===== src/sv/nls_pkg.sv =====
// Package for the nearest landmark search: sizes, landmark table, and the
// record types passed along the distance cells and the square root cells.
// Depends on nothing; used by every other file of the block.
`default_nettype none

package nls_pkg;

  // Landmark table: five named entries, the rest of the table at the origin
  localparam int LANDMARK_COUNT = 5;
  localparam int TABLE_SIZE     = 64;
  localparam int CELL_COUNT     = (LANDMARK_COUNT > TABLE_SIZE) ? TABLE_SIZE : LANDMARK_COUNT;
  localparam int IDX_W          = (CELL_COUNT > 1) ? $clog2(CELL_COUNT) : 1;

  // Field and datapath widths
  localparam int POS_W     = 16;             // Q8.8 position
  localparam int DIFF_W    = POS_W + 1;      // exact coordinate difference
  localparam int SQR_W     = 2 * POS_W;      // one squared difference
  localparam int SQ_W      = SQR_W + 1;      // sum of two squares
  localparam int ROOT_W    = (SQ_W + 1) / 2; // root bits, one per cell
  localparam int RAD_W     = 2 * ROOT_W;     // radicand padded to whole digit pairs
  localparam int REM_W     = ROOT_W + 2;     // partial remainder
  localparam int OUT_IDX_W = 3;
  localparam int DIST_W    = 17;

  // Pipeline depth: two stages per distance cell, one per root bit
  localparam int LATENCY = 2 * CELL_COUNT + ROOT_W;

  typedef logic signed [POS_W-1:0] pos_t;
  typedef logic [IDX_W-1:0]        idx_t;
  typedef logic [OUT_IDX_W-1:0]    out_idx_t;
  typedef logic [DIST_W-1:0]       dist_t;

  // Running best candidate handed from one distance cell to the next
  typedef struct packed {
    pos_t            px;
    pos_t            py;
    logic            found;
    idx_t            idx;
    logic [SQ_W-1:0] sq;
  } cand_t;

  // Square root work record handed from one root cell to the next
  typedef struct packed {
    idx_t              idx;
    logic [RAD_W-1:0]  rad;
    logic [REM_W-1:0]  rem;
    logic [ROOT_W-1:0] root;
  } root_t;

  // Landmark x coordinates, Q8.8 meters
  function automatic pos_t mark_x(input int i);
    case (i)
      0:       return pos_t'(79);
      1:       return pos_t'(28);
      2:       return pos_t'(-292);
      3:       return pos_t'(-663);
      4:       return pos_t'(-23);
      default: return pos_t'(0);
    endcase
  endfunction

  // Landmark y coordinates, Q8.8 meters
  function automatic pos_t mark_y(input int i);
    case (i)
      0:       return pos_t'(-253);
      1:       return pos_t'(-620);
      2:       return pos_t'(-737);
      3:       return pos_t'(-212);
      4:       return pos_t'(136);
      default: return pos_t'(0);
    endcase
  endfunction

endpackage

`default_nettype wire


===== src/sv/nls_root_cell.sv =====
// One square root cell: settles one bit of the floored root per cycle.
// Depends on nls_pkg for the root record and widths.
`default_nettype none

module nls_root_cell (
  input  logic           clk,
  input  logic           rst,
  input  logic           vld_in,
  input  nls_pkg::root_t work_in,
  output logic           vld_out,
  output nls_pkg::root_t work_out
);

  logic [nls_pkg::REM_W-1:0] rem_sh;
  logic [nls_pkg::REM_W-1:0] trial;
  logic                      fits;

  // Bring down the next digit pair and try root bit one
  always_comb begin
    rem_sh = {work_in.rem[nls_pkg::REM_W-3:0], work_in.rad[nls_pkg::RAD_W-1 -: 2]};
    trial  = {work_in.root, 2'b01};
    fits   = rem_sh >= trial;
  end

  always_ff @(posedge clk) begin
    if (rst) begin
      vld_out <= 1'b0;
    end else begin
      vld_out <= vld_in;
    end
  end

  always_ff @(posedge clk) begin
    work_out.idx  <= work_in.idx;
    work_out.rad  <= {work_in.rad[nls_pkg::RAD_W-3:0], 2'b00};
    work_out.rem  <= fits ? (rem_sh - trial) : rem_sh;
    work_out.root <= {work_in.root[nls_pkg::ROOT_W-2:0], fits};
  end

endmodule

`default_nettype wire


===== config.mk =====
export PLATFORM = sky130hd
export DESIGN_NAME = nls_root_cell
export DESIGN_NICKNAME = d
export VERILOG_FILES = /design/src/sv/nls_pkg.sv /design/src/sv/nls_root_cell.sv
export SDC_FILE = /design/constraint.sdc
export NUM_CORES = 1
export LEC_CHECK = 0
export ABC_CLOCK_PERIOD_IN_PS = 5010
export BUFFER_PORTS_ARGS = -buffer_cell sky130_fd_sc_hd__buf_2
export CAP_MARGIN = 5
export CORE_ASPECT_RATIO = 0.9
export CORE_MARGIN = 5
export CORE_UTILIZATION = 47
export CTS_BUF_LIST = sky130_fd_sc_hd__clkbuf_16
export DETAILED_ROUTE_END_ITERATION = 10
export GPL_ROUTABILITY_DRIVEN = 0
export PLACE_DENSITY = 0.95
export RECOVER_POWER = 50
export SKIP_LAST_GASP = 1
export SYNTH_ARGS = -nofsm -noshare
export SYNTH_HDL_FRONTEND = slang
export SYNTH_SLANG_ARGS = --single-unit

===== constraint.sdc =====
create_clock -name clk -period 5.01 [get_ports clk]
set_clock_uncertainty 0.15 [all_clocks]
set_input_delay 0.501 -clock clk [delete_from_list [all_inputs] [get_ports clk]]
set_output_delay 0.501 -clock clk [all_outputs]
set_load 0.05 [all_outputs]

# Yosys cells after proc, flatten, opt, wreduce, memory -nomap -nowiden
# Cells that the tools add are included.
[classes] order_cmp=1 muxes=1 n_addsub=1
[op_table] cell="$ge A19 B19 Y1" count=1
[op_table] cell="$mux W19" count=1
[op_table] cell="$sub A19 B19 Y19" count=1
[totals] output_inout_bits=74 register_bits=72 in_bits=76 elab_cells=8

# Longest topological paths before layout
[logic_depth] depth_word=2 depth_mapped=11 depth_no_buf=8

# Least setup slack after synthesis
# No wires, ideal clock.
[synth_path] path_kind="in2reg" start="in work_in[4] (netlist bit)" end="reg work_out[28] (netlist bit)" stages=10 path_slack_ns=2.355 required_ns=4.739 n_path_buf=2 setup_time_ns=0.121 arrival_ns=2.384 cell_sequence="inv_1 ha_1 a211oi_1 nand3_1 and2_1 a31oi_2 o21a_1 buf_6 buf_12 mux2_4"
[synth_via] elab_chain_cells=2 elab_cells_between_ends=3 cone_classes="add/sub: 1; order compare: 1; mux: 1"
[synth_rtl] element="start, declared" line_no="nls_root_cell.sv:9" rtl="input nls_pkg::root_t work_in,"
[synth_rtl] element="$sub A19 B19 Y19 or $ge A19 B19 Y1 (tied branches)" line_no="nls_root_cell.sv:36, nls_root_cell.sv:22"
[synth_rtl] element="$mux W19 *" line_no="nls_root_cell.sv:36" rtl="work_out.rem <= fits ? (rem_sh - trial) : rem_sh;"
[synth_rtl] element="end, declared" line_no="nls_root_cell.sv:11" rtl="output nls_pkg::root_t work_out"
# Every way passes the cells marked *; elsewhere a longest branch is shown, timed or not.
# A chain may end at the register's enable or synchronous reset.

# Worst setup path after layout
[layout_path] start="in work_in[4] (netlist bit)" end="reg work_out[26] (netlist bit)"
# The elaborated chain is that of the path after synthesis.

==> results.sh <==
export IMPL_cts_buffers_inserted=9
export IMPL_critPathCaptureType="flop"
export IMPL_dieHeight_um=82.5
export IMPL_crit_required_ps=5080
export IMPL_cts_sinks=72
export IMPL_grt_pass1_wl_mm=12.3
export IMPL_synth_area_per_cell_um2=10.9
export IMPL_setup_tns_ps=0
export IMPL_critPathKind="in -> reg"
export IMPL_rows=26
export IMPL_antenna_found_initial=0
export IMPL_synth_top_family_by_area="compound AO/OA/AOI/OAI gates"
export IMPL_critPathLaunchType="input port"
export IMPL_yosys_area_top_type="dfxtp_1"
export IMPL_synthArstFlopShare_pct=0
export IMPL_leakage_uw=0.00184
export IMPL_grt_usage_pct=20.9
export IMPL_synthAdderAreaFrac_pct=8.66
export IMPL_synth_edff_count=0
export IMPL_syn_inst=252
export IMPL_fillCellCount=436
export IMPL_dr_pass1_iters=4
export IMPL_tightest_slew_ps=990
export IMPL_via_count=2407
export IMPL_cts_root_buf="clkbuf_16"
export IMPL_clockBufferDepth=2
export IMPL_detail_route_antenna_nets=0
export IMPL_syn2layout_area_growth_pct=37.0
export IMPL_clk_pin_slew_ps=60
export IMPL_rsz0062_at_grt="false"
export IMPL_critPathMaxFanout=19
export IMPL_grt_overflow=0
export IMPL_synthSimpleGateAreaFrac_pct=8.20
export IMPL_yosysWarningCount=0
export IMPL_critPathMaxStageDelay_ps=830
export IMPL_port_buffer_count=145
export IMPL_fin_nets=499
export IMPL_post_route_min_period_ps=3120
export IMPL_irDropWorstVdd_mv=0.375
export IMPL_power_density_mw_per_mm2=449
export IMPL_post_place_ws_ps=1550
export IMPL_layout_setup_ws_ps=1890
export IMPL_diodes=0
export IMPL_post_cts_repair_setup_buffers=0
export IMPL_critPathSlowestCell="o21a_1"
export IMPL_period_share_pct=62.3
export IMPL_synth_cell_type_count=46
export IMPL_dp_cells=463
export IMPL_cts_resized=0
export IMPL_grt_max_degree=20
export IMPL_synth_xor_area_share_pct=4.47
export IMPL_synth_top_flop_cell="dfxtp_1"
export IMPL_start_util_pct=48.2
export IMPL_path_delay_family="compound AO/OA/AOI/OAI gates"
export IMPL_design_core_area_mm2=0.00569
export IMPL_hold_class="in -> reg"
export IMPL_grt_pass1_vias=2524
export IMPL_path_cells="buf_2 -> inv_1 -> ha_1 -> a211oi_1 -> nand3_1 -> and2_1 -> a31oi_2 -> o21a_1 -> mux2_2"
export IMPL_drt_vias_per_instance=5.03
export IMPL_yosysTopAreaCellShare_pct=52.5
export IMPL_whs_ps=120
export IMPL_fin_area_mm2=0.00376
export IMPL_instances_no_fill=479
export IMPL_arrival_ps=3190
export IMPL_hold_viol=0
export IMPL_dpl_cell_area_mm2=0.00351
export IMPL_fmax_mhz=320
export IMPL_hpwl_mm=5.92
export IMPL_cts_tree="built"
export IMPL_ctsHoldBuffers=0
export IMPL_critPathBufInv=2
export IMPL_wl_per_cell_um=16.3
export IMPL_drc_errors=0
export IMPL_htreeDepth=3
export IMPL_drt_initial_drc_count=136
export IMPL_synth_seq_cells=72
export IMPL_status="completed"
export IMPL_maxCapViolations=0
export IMPL_layout_drive_gt1_share_pct=37.2
export IMPL_setup_viol=0
export IMPL_ys_seq_area_share_pct=52.5
export IMPL_die_x_um=90.6
export IMPL_muxShareOfSynthArea_pct=6.79
export IMPL_num_io_pins=150
export IMPL_maxSlewHeadroom_pct=34.0
export IMPL_slew_violations=0
export IMPL_synthesis_area_mm2=0.00275
export IMPL_synth_compound_area_share_pct=14.0
export IMPL_finalWirelength_mm=7.79
export IMPL_die_area_mm2=0.00747
export IMPL_synth_area_top_cells="dfxtp_1, ha_1, a21oi_1"
report_power, final:
| part | internal (µW) | switching, µW | leakage, µW |
|---|---|---|---|
| sequential | 624 | 13.0 | 0.000607 |
| clock | 345 | 263 | 0.000133 |
| combinational | 131 | 313 | 0.00110 |
| total | 1100 | 590 | 0.00184 |
cell usage in the layout, fill, tap and decap left out, types with 2 or more instances in the layout:
master / count
nand3_1: 2
dfxtp_1: 72
and2_1: 3
o21a_1: 3
xnor2_1: 8
clkinvlp_4: 3
buf_2: 114
clkbuf_16: 9
o211ai_1: 5
inv_6: 2
inv_1: 25
nand2_1: 11
ha_1: 19
o21bai_1: 3
o21ai_0: 8
a31oi_1: 3
conb_1: 2
and3_1: 2
mux2_4: 5
nor2b_1: 2
a21oi_1: 21
xor2_1: 6
nor2_1: 12
nand2_2: 2
inv_8: 2
nand4_1: 5
mux2_2: 9
clkbuf_1: 31
layer usage:
metal	wire length, µm	GRT usage (%)	up-vias	part of all wire [%]
li1	-	-	1176	-
met1	3030	21.5	1109	39
met2	4070	40.3	113	52
met3	602	8.24	9	7.7
met4	88	5.06	0	1.1
met5	0	0	-	0
through the flow:
stage / util (%) / total power [µW]
2_1_floorplan: - / 988
3_3_place_gp: 61.7 / 1080
3_5_place_dp: 61.7 / 1100
4_1_cts: 66.7 / 1710
5_1_grt: 66.1 / 1770
6_report: 66.1 / 1690
registers in the layout (all words and copies together), names as in the netlist:
name      flops
vld_out       1
work_out     71
synth_stat cells, types with 2 or more instances:
cell      count
a31oi_1       3
o21bai_1      3
and2_1        3
o21ai_0       8
buf_4         2
o21a_1        3
a21oi_1      21
dfxtp_1      72
mux2_4        5
xor2_1        6
xnor2_1       8
o211ai_1      5
nand2_2       2
inv_1        25
nand3_1       2
ha_1         19
and3_1        2
nor2b_1       2
nor2_1       12
mux2_2        9
nand2_1      11
nand4_1       5
cell type report:
class                   count  area [µm²]  share of cell area (%)
clock buffers               9         225                    5.99
clock inverters             7        62.6                    1.66
inverters                  25        93.8                    2.50
multi-input cells         151        1160                    30.9
flip-flops and latches     72        1440                    38.3
well taps                  70        87.6                    2.33
repair buffers            145         687                    18.3
final timing paths:
path,start,to,cells past startpoint
max,work_in[4],work_out[26],9
min,work_in[36],work_out[38],1
cell families (layout without fill, tap and decap cells):
logic type | count (synthesis) | in the layout
mux | 15 | 15
fa+ha+maj | 19 | 19
xor+xnor | 14 | 14
buf+inv | 30 | 186
simple gates | 44 | 44
other cells | 1 | 2
flops | 72 | 72
compound gates | 57 | 57
No activity file was read; power rests on OpenSTA's default activity.
